**src/ida_pkg.sv**
```systemverilog
`timescale 1ns / 1ps
// package for the indexed insert/delete list: field widths, op and status codes,
// word types and sequencer states; no dependencies
package ida_pkg;

   localparam int OP_W     = 2;
   localparam int POS_W    = 7;
   localparam int DATA_W   = 32;
   localparam int STATUS_W = 2;
   localparam int COUNT_W  = 7;

   localparam int DEFAULT_DEPTH = 64;

   localparam logic [OP_W-1:0] OP_INSERT = 2'd0;
   localparam logic [OP_W-1:0] OP_DELETE = 2'd1;
   localparam logic [OP_W-1:0] OP_READ   = 2'd2;

   localparam logic [STATUS_W-1:0] ST_DONE    = 2'd0;
   localparam logic [STATUS_W-1:0] ST_BAD_POS = 2'd1;
   localparam logic [STATUS_W-1:0] ST_FULL    = 2'd2;

   typedef struct packed {
      logic [OP_W-1:0]          op;
      logic [POS_W-1:0]         position;
      logic signed [DATA_W-1:0] new_value;
   } req_type;

   typedef struct packed {
      logic [STATUS_W-1:0]      status;
      logic signed [DATA_W-1:0] read_value;
      logic [COUNT_W-1:0]       entry_count;
   } rsp_type;

   typedef enum logic [2:0] {
      S_IDLE,
      S_UP_READ,
      S_UP_WRITE,
      S_DN_READ,
      S_DN_WRITE,
      S_RD_ADDR,
      S_RD_CAP,
      S_RESP
   } state_type;

endpackage

```
**src/ida_if.sv**
```systemverilog
`timescale 1ns / 1ps
// valid/ready channel interfaces for request and response words
// depends on ida_pkg
interface ida_req_if;
   logic             valid;
   logic             ready;
   ida_pkg::req_type data;

   modport source (output valid, output data, input ready);
   modport sink (input valid, input data, output ready);
endinterface

interface ida_rsp_if;
   logic             valid;
   logic             ready;
   ida_pkg::rsp_type data;

   modport source (output valid, output data, input ready);
   modport sink (input valid, input data, output ready);
endinterface

```
**src/indexed_insert_delete_array_top.sv**
```systemverilog
`timescale 1ns / 1ps
// packed list of signed words with insert, delete and read at an index
// depends on ida_pkg and ida_if
//
// channel   dir  word                                     handshake
// req_ch    in   op, position, new_value                  valid/ready
// rsp_ch    out  status, read_value, entry_count          valid/ready
//
// one word at a time; the list lives in a one-read one-write memory, so each
// moved entry passes through a read state and a write state
// insert walks down from the top to the slot, delete walks up from the slot, read
// passes address and capture states, a rejected or unused op goes straight to rsp
// synchronous reset clears the fill count and the sequencer; the memory is not cleared
// req_ch.ready is high only between words; a response holds until rsp_ch.ready
module indexed_insert_delete_array_top #(
   parameter int DEPTH = ida_pkg::DEFAULT_DEPTH
) (
   input logic      clock,
   input logic      reset,
   ida_req_if.sink  req_ch,
   ida_rsp_if.source rsp_ch
);
   import ida_pkg::*;

   localparam int AW    = (DEPTH > 1) ? $clog2(DEPTH) : 1;
   localparam int CNT_W = $clog2(DEPTH + 1);
   localparam int CMP_W = (CNT_W > POS_W) ? CNT_W : POS_W;
   localparam logic [CNT_W-1:0] FULL_CNT = CNT_W'(DEPTH);

   logic signed [DATA_W-1:0] mem [DEPTH];
   logic signed [DATA_W-1:0] rd_data_ff;
   logic [AW-1:0]            rd_addr;
   logic                     wr_en;
   logic [AW-1:0]            wr_addr;
   logic signed [DATA_W-1:0] wr_data;

   state_type                state_ff, state_in;
   logic [CNT_W-1:0]         cnt_ff, cnt_in;
   logic [AW-1:0]            idx_ff, idx_in;
   logic [AW-1:0]            pos_ff, pos_in;
   logic signed [DATA_W-1:0] val_ff, val_in;
   logic [STATUS_W-1:0]      status_ff, status_in;
   logic signed [DATA_W-1:0] read_ff, read_in;

   logic [CMP_W-1:0]         pos_ext;
   logic [CMP_W-1:0]         cnt_ext;
   logic [CNT_W-1:0]         idx_next;

   // list storage
   always_ff @(posedge clock) begin
      if (wr_en) begin
         mem[wr_addr] <= wr_data;
      end
      rd_data_ff <= mem[rd_addr];
   end

   always_ff @(posedge clock) begin
      if (reset) begin
         state_ff <= S_IDLE;
         cnt_ff   <= '0;
      end else begin
         state_ff <= state_in;
         cnt_ff   <= cnt_in;
      end
   end

   always_ff @(posedge clock) begin
      idx_ff    <= idx_in;
      pos_ff    <= pos_in;
      val_ff    <= val_in;
      status_ff <= status_in;
      read_ff   <= read_in;
   end

   assign pos_ext  = CMP_W'(req_ch.data.position);
   assign cnt_ext  = CMP_W'(cnt_ff);
   assign idx_next = CNT_W'(idx_ff) + CNT_W'(1);

   always_comb begin
      state_in  = state_ff;
      cnt_in    = cnt_ff;
      idx_in    = idx_ff;
      pos_in    = pos_ff;
      val_in    = val_ff;
      status_in = status_ff;
      read_in   = read_ff;
      rd_addr   = idx_ff;
      wr_en     = 1'b0;
      wr_addr   = idx_ff;
      wr_data   = rd_data_ff;

      unique case (state_ff)
         S_IDLE: begin
            if (req_ch.valid) begin
               pos_in    = AW'(req_ch.data.position);
               idx_in    = AW'(req_ch.data.position);
               val_in    = req_ch.data.new_value;
               status_in = ST_DONE;
               read_in   = '0;
               state_in  = S_RESP;
               unique case (req_ch.data.op)
                  OP_INSERT: begin
                     if (pos_ext > cnt_ext) begin
                        status_in = ST_BAD_POS;
                     end else if (cnt_ff >= FULL_CNT) begin
                        status_in = ST_FULL;
                     end else begin
                        // start at the top and walk down to the insert slot
                        idx_in   = AW'(cnt_ff);
                        state_in = S_UP_READ;
                     end
                  end
                  OP_DELETE: begin
                     if (pos_ext >= cnt_ext) begin
                        status_in = ST_BAD_POS;
                     end else begin
                        state_in = S_DN_READ;
                     end
                  end
                  OP_READ: begin
                     if (pos_ext >= cnt_ext) begin
                        status_in = ST_BAD_POS;
                     end else begin
                        state_in = S_RD_ADDR;
                     end
                  end
                  default: begin
                     status_in = ST_DONE;
                  end
               endcase
            end
         end
         S_UP_READ: begin
            rd_addr = idx_ff - AW'(1);
            if (idx_ff == pos_ff) begin
               wr_en    = 1'b1;
               wr_addr  = pos_ff;
               wr_data  = val_ff;
               cnt_in   = cnt_ff + CNT_W'(1);
               state_in = S_RESP;
            end else begin
               state_in = S_UP_WRITE;
            end
         end
         S_UP_WRITE: begin
            wr_en    = 1'b1;
            wr_addr  = idx_ff;
            wr_data  = rd_data_ff;
            idx_in   = idx_ff - AW'(1);
            state_in = S_UP_READ;
         end
         S_DN_READ: begin
            rd_addr = AW'(idx_next);
            if (idx_next >= cnt_ff) begin
               cnt_in   = cnt_ff - CNT_W'(1);
               state_in = S_RESP;
            end else begin
               state_in = S_DN_WRITE;
            end
         end
         S_DN_WRITE: begin
            wr_en    = 1'b1;
            wr_addr  = idx_ff;
            wr_data  = rd_data_ff;
            idx_in   = AW'(idx_next);
            state_in = S_DN_READ;
         end
         S_RD_ADDR: begin
            rd_addr  = idx_ff;
            state_in = S_RD_CAP;
         end
         S_RD_CAP: begin
            read_in  = rd_data_ff;
            state_in = S_RESP;
         end
         S_RESP: begin
            if (rsp_ch.ready) begin
               state_in = S_IDLE;
            end
         end
         default: begin
            state_in = S_IDLE;
         end
      endcase
   end

   assign req_ch.ready            = (state_ff == S_IDLE);
   assign rsp_ch.valid            = (state_ff == S_RESP);
   assign rsp_ch.data.status      = status_ff;
   assign rsp_ch.data.read_value  = read_ff;
   assign rsp_ch.data.entry_count = COUNT_W'(cnt_ff);

endmodule

```
**src/flat_wrapper.sv**
```systemverilog
// flat-port wrapper written by rule: the top's interface ports become plain ports
module indexed_insert_delete_array_top_flat import ida_pkg::*;
#(
   parameter int DEPTH = ida_pkg::DEFAULT_DEPTH
)
  (clock, reset, req_ch_valid, req_ch_data, req_ch_ready, rsp_ch_valid, rsp_ch_data, rsp_ch_ready);
  ida_req_if req_ch_i ();
  ida_rsp_if rsp_ch_i ();
  input logic clock;
  input logic reset;
  input wire logic [$bits(req_ch_i.valid)-1:0] req_ch_valid;
  input wire logic [$bits(req_ch_i.data)-1:0] req_ch_data;
  output wire logic [$bits(req_ch_i.ready)-1:0] req_ch_ready;
  output wire logic [$bits(rsp_ch_i.valid)-1:0] rsp_ch_valid;
  output wire logic [$bits(rsp_ch_i.data)-1:0] rsp_ch_data;
  input wire logic [$bits(rsp_ch_i.ready)-1:0] rsp_ch_ready;
  assign req_ch_i.valid = req_ch_valid;
  assign req_ch_i.data = req_ch_data;
  assign req_ch_ready = req_ch_i.ready;
  assign rsp_ch_valid = rsp_ch_i.valid;
  assign rsp_ch_data = rsp_ch_i.data;
  assign rsp_ch_i.ready = rsp_ch_ready;
  indexed_insert_delete_array_top #(.DEPTH(DEPTH)) u_core (.clock(clock), .reset(reset), .req_ch(req_ch_i), .rsp_ch(rsp_ch_i));
endmodule
```
**config.mk**
```make
export PLATFORM = sky130hd
export DESIGN_NAME = indexed_insert_delete_array_top_flat
export DESIGN_NICKNAME = d
export VERILOG_FILES = /design/src/ida_pkg.sv /design/src/ida_if.sv /design/src/indexed_insert_delete_array_top.sv /design/src/flat_wrapper.sv
export SDC_FILE = /design/constraint.sdc
export NUM_CORES = 2
export LEC_CHECK = 0
export BUFFER_PORTS_ARGS = -buffer_cell sky130_fd_sc_hd__clkbuf_2
export CORE_ASPECT_RATIO = 1.75
export CORE_MARGIN = 2
export CORE_UTILIZATION = 60
export CTS_CLUSTER_DIAMETER = 120
export DETAILED_ROUTE_END_ITERATION = 12
export PLACE_DENSITY = 0.79
export SYNTH_ARGS = -nofsm -noshare
export SYNTH_HDL_FRONTEND = slang
export SYNTH_SLANG_ARGS = --single-unit
```
**constraint.sdc**
```tcl
create_clock -name clock -period 5 [get_ports clock]
set_clock_uncertainty 0.1 [all_clocks]
set_input_delay 0.5 -clock clock [delete_from_list [all_inputs] [get_ports clock]]
set_output_delay 0.5 -clock clock [all_outputs]
set_load 0.02 [all_outputs]
```
==> results.txt <==
----------------------------------------------------
[Timing]
  Tcrit/Tclk final ... 95.1%
  Least-Margin Pin Slew ... 1.62 ns
  Max Freq ... 210 MHz
  Crit path time final ... 4.76 ns
  Final setup vio count ... 0
  Setup repair after global routing missed its margin ... false
  Worst hold slack across all endpoints ... 0.131 ns
  Setup total negative slack ... 0 ns
  Total count of max-transition violations in the final report ... 2
  Setup ws final ... 0.243 ns
  Normalized max-slew margin ... -7.73%
  Count of endpoints failing hold in the final timing report ... 0

[Setup path]
  Worst path required time ... 5.68 ns
  Worst reg2reg path depth ... 10
  CP peak stage delay ... 1.02 ns
  Type of element capturing the critical path ... flip-flop
  Critical path cell sequence ... inv_1 -> ha_1 -> or4b_2 -> a21oi_1 -> xnor2_1 -> and3_1 -> and2_2 -> buf_12 -> nor3b_1 -> or4_1
  Worst setup path startpoint ... u_core.idx_ff[1]
  Category of the most critical setup path ... flip-flop to flip-flop
  Startpoint Class ... flip-flop
  Library cell contributing the largest single delay on the critical path ... nor3b_1
  Flop-to-flop setup slack ... 0.24 ns
  Biggest fanout along the worst timing path ... 17
  Reg2reg start ... u_core.idx_ff[1]
  Arrival time at the worst endpoint ... 5.44 ns
  Worst R2R End ... u_core.rd_data_ff[25]

[Clock tree]
  Clock-pin slew reported for the worst setup and hold paths after clock tree synthesis ... 0.08 ns
  Skew-Pair Late Insertion Delay ... 0.86 ns
  Count of hold buffers inserted by post-cts repair ... 42
  H-tree depth reported by CTS ... 4
  TritonCTS clock tree ... built
  Inserted Clock Buffers ... 173
  Count of buffers added by post-CTS timing repair for setup ... 0
  Longest Clk Path Bufs ... 3
  Clock root buffer ... clkbuf_16
  Quantity of gates resized following cts ... 0
  Total number of clock tree sinks ... 2,168

[Die]
  Standard-cell rows ... 188
  Count of pins on the block boundary ... 88
  Height of the chip ... 517 um
  Area of the placeable core ... 150,000 um^2
  Initial Utilization ... 60.3%
  DIE AREA ... 154,000 um^2
  Die boundary width ... 297 um

[GRT]
  Global-route wire length before repair ... 411,000 um
  Total routing usage reported by global routing ... 36.8%
  Pin count of the biggest net entering global routing ... 112
  Grt ovf ... 0
  Antenna violations before repair ... 17
  Number of global-route vias before repair ... 62,300

[Logic synthesis]
  Largest family of logic cells by synthesized area ... compound AO/OA/AOI/OAI gates
  Post-synthesis sequential area ratio ... 71.7%
  Top FF cell, synth ... edfxtp_1
  Mean cell area of the mapped netlist ... 14.8 um^2
  Post-Synth Simple-Gate Area ... 8.51%
  Number of synthesized flops with an enable pin ... 2,126
  Cell count after synthesis ... 6,105
  Portion of synthesized cell area occupied by the leading cell type ... 70.8%
  Fraction of registers with async set/reset ... 0%
  Xor and xnor area share after synthesis ... 0.286%
  Most repeated cell in the gate-level netlist after synthesis ... edfxtp_1
  Share of cell area taken by muxes after synthesis ... 7.00%
  Synth unique cells ... 63
  Netlist area before placement ... 90,200 um^2
  Seq cells post-synth ... 2,168
  Syn Nets ... 6,176
  Synth warn ... 0
  Most area-hungry cell type in the Yosys netlist ... edfxtp_1
  Largest cells by area after synthesis ... edfxtp_1 (71%), o22ai_1 (4.8%), mux2i_1 (3.3%)
  Fraction of the mapped netlist area in compound gates ... 9.94%
  Cell types with the highest counts after synthesis ... edfxtp_1 (2,126), nand2_1 (741), o22ai_1 (697), clkbuf_1 (340), nor2_1 (305)
  Adder and majority cell fraction of the synthesized area ... 0.369%

[Min path]
  HP Class ... input pin to flip-flop
  Origin of the worst min-delay path ... req_ch_data[39]
  Worst Hold Depth ... 3
  End of the worst hold path ... u_core.status_ff[0]

[Power and ir drop]
  VDD IR-drop max ... 0.749 mV
  Pwr per Cell Area ... 718 nW/um^2
  Static leakage ... 33.7 nW

[Route]
  First-pass detailed-route iteration total ... 8
  Detailed Route Iter0 Violations ... 9,916
  Antenna violation net count after detailed routing ... 0
  Number of design rule violations left after detail routing ... 0
  Ratio of routed vias to standard cells ... 7.45
  Overall via count from detail_route ... 62,900
  Wirelength per Cell ... 34.0 um
  Final wirelength ... 287,000 um

[Placed design]
  Final estimated routing congestion in global placement ... 0.957
  Worst-case setup slack after placement ... 0.414 ns
  Estimated wirelength of the detail-placed design ... 166,000 um
  Instance area at placement ... 95,600 um^2
  Number of buffers inserted by port buffering ... 87

[Cells and area]
  Final nets ... 6,362
  Area added between synthesis and finish ... 12.9%
  Layout filler cell count ... 9,334
  Fraction of final layout cells sized beyond drive strength 1 ... 15.2%
  Total non-filler cell area in the finished layout ... 102,000 um^2
  Final cell utilization of the core ... 68.0%

[Run status]
  Violations in the final reports ... max-capacitance violations, max-slew violations
  Run status ... finished, violations left

[Run]
  Number of max-capacitance violations reported ... 1

----------------------------------------------------
==> registers in the layout, indices dropped and copies added (netlist names) <==
signal / cells
u_core.state_ff: 3
u_core.val_ff: 32
u_core.status_ff: 2
u_core.cnt_ext: 7
u_core.read_ff: 32
u_core.pos_ff: 6
u_core.rd_data_ff: 32
u_core.mem: 2048
u_core.idx_ff: 6
==> critical path: cells and delay by family, from the launching register on <==
| kind | cells | cell delay, ns |
|---|---|---|
| compound gates | 1 | 0.19 |
| xor+xnor | 1 | 0.33 |
| fa+ha+maj | 1 | 0.30 |
| buf+inv | 2 | 0.46 |
| flops | 1 | 0.40 |
| simple gates | 5 | 2.88 |
==> final cells by class <==
cell class / instances / area [um^2] / share of cell area, %
Clock buffer: 208 / 4520 / 4.44
Multi-Input combinational cell: 3450 / 24200 / 23.8
Clock inverter: 117 / 1240 / 1.22
Antenna cell: 10 / 25.0 / 0.0246
Inverter: 18 / 67.6 / 0.0664
Timing Repair Buffer: 480 / 4550 / 4.47
Sequential cell: 2168 / 64700 / 63.5
Tap cell: 1995 / 2500 / 2.45
==> layer usage <==
metal	part of all wire (%)	vias up	GRT usage [%]
met5	0.024	-	0
met4	10	12	31.6
met3	13	1616	7.86
met2	47	5873	59.6
met1	30	30500	41.7
li1	-	25000	-
==> through the flow <==
stage / cells / power [mW]
2_1_floorplan: 6105 / 43.8
3_3_place_gp: 8069 / 56.7
3_5_place_dp: 8069 / 57.6
4_1_cts: 8436 / 71.6
5_1_grt: 8439 / 74.5
6_report: 8446 / 73.0
==> power by group <==
part	total (mW)	internal [mW]	switching [mW]
Combinational	34.9	11.0	23.9
Clock	14.0	7.48	6.55
Sequential	24.1	23.5	0.630
Total	73.0	42.0	31.1
==> worst max path at each step <==
| stage | endpoint | slack, ns | cells past startpoint |
|---|---|---|---|
| after floorplan | u_core.mem[56][0] | 0.95 | 10 |
| after global placement | u_core.rd_data_ff[22] | 0.46 | 10 |
| after detailed placement | u_core.rd_data_ff[25] | 0.41 | 10 |
| after CTS | u_core.rd_data_ff[25] | 0.36 | 10 |
| after global routing | u_core.rd_data_ff[25] | 0.31 | 10 |
| final | u_core.rd_data_ff[25] | 0.24 | 10 |
==> layout by cell type (no fill, tap or decap), drive strengths merged, types with 19 or more instances in the layout <==
cell / count
edfxtp: 2126
nand2: 741
o22ai: 698
buf: 351
nor2: 305
mux2i: 296
clkbuf: 295
nor4: 187
and3: 156
mux4: 129
a32o: 97
a31oi: 95
clkinv: 85
o21ai: 80
a2111oi: 64
a32oi: 64
nand3: 53
nor3: 43
dlygate4sd3: 42
dfxtp: 42
mux2: 39
nor2b: 38
and2: 35
a211oi: 33
a221oi: 32
or4: 31
nor3b: 31
o41ai: 30
o32ai: 30
ha: 25
inv: 24
a21oi: 19
xnor2: 19
==> logic make-up after synthesis <==
group,count (synthesis)
fa+ha+maj,26
buf+inv,487
xor+xnor,26
flops,2168
simple gates,1650
compound gates,1284
mux,464
No activity file was read; power rests on OpenSTA's default activity.
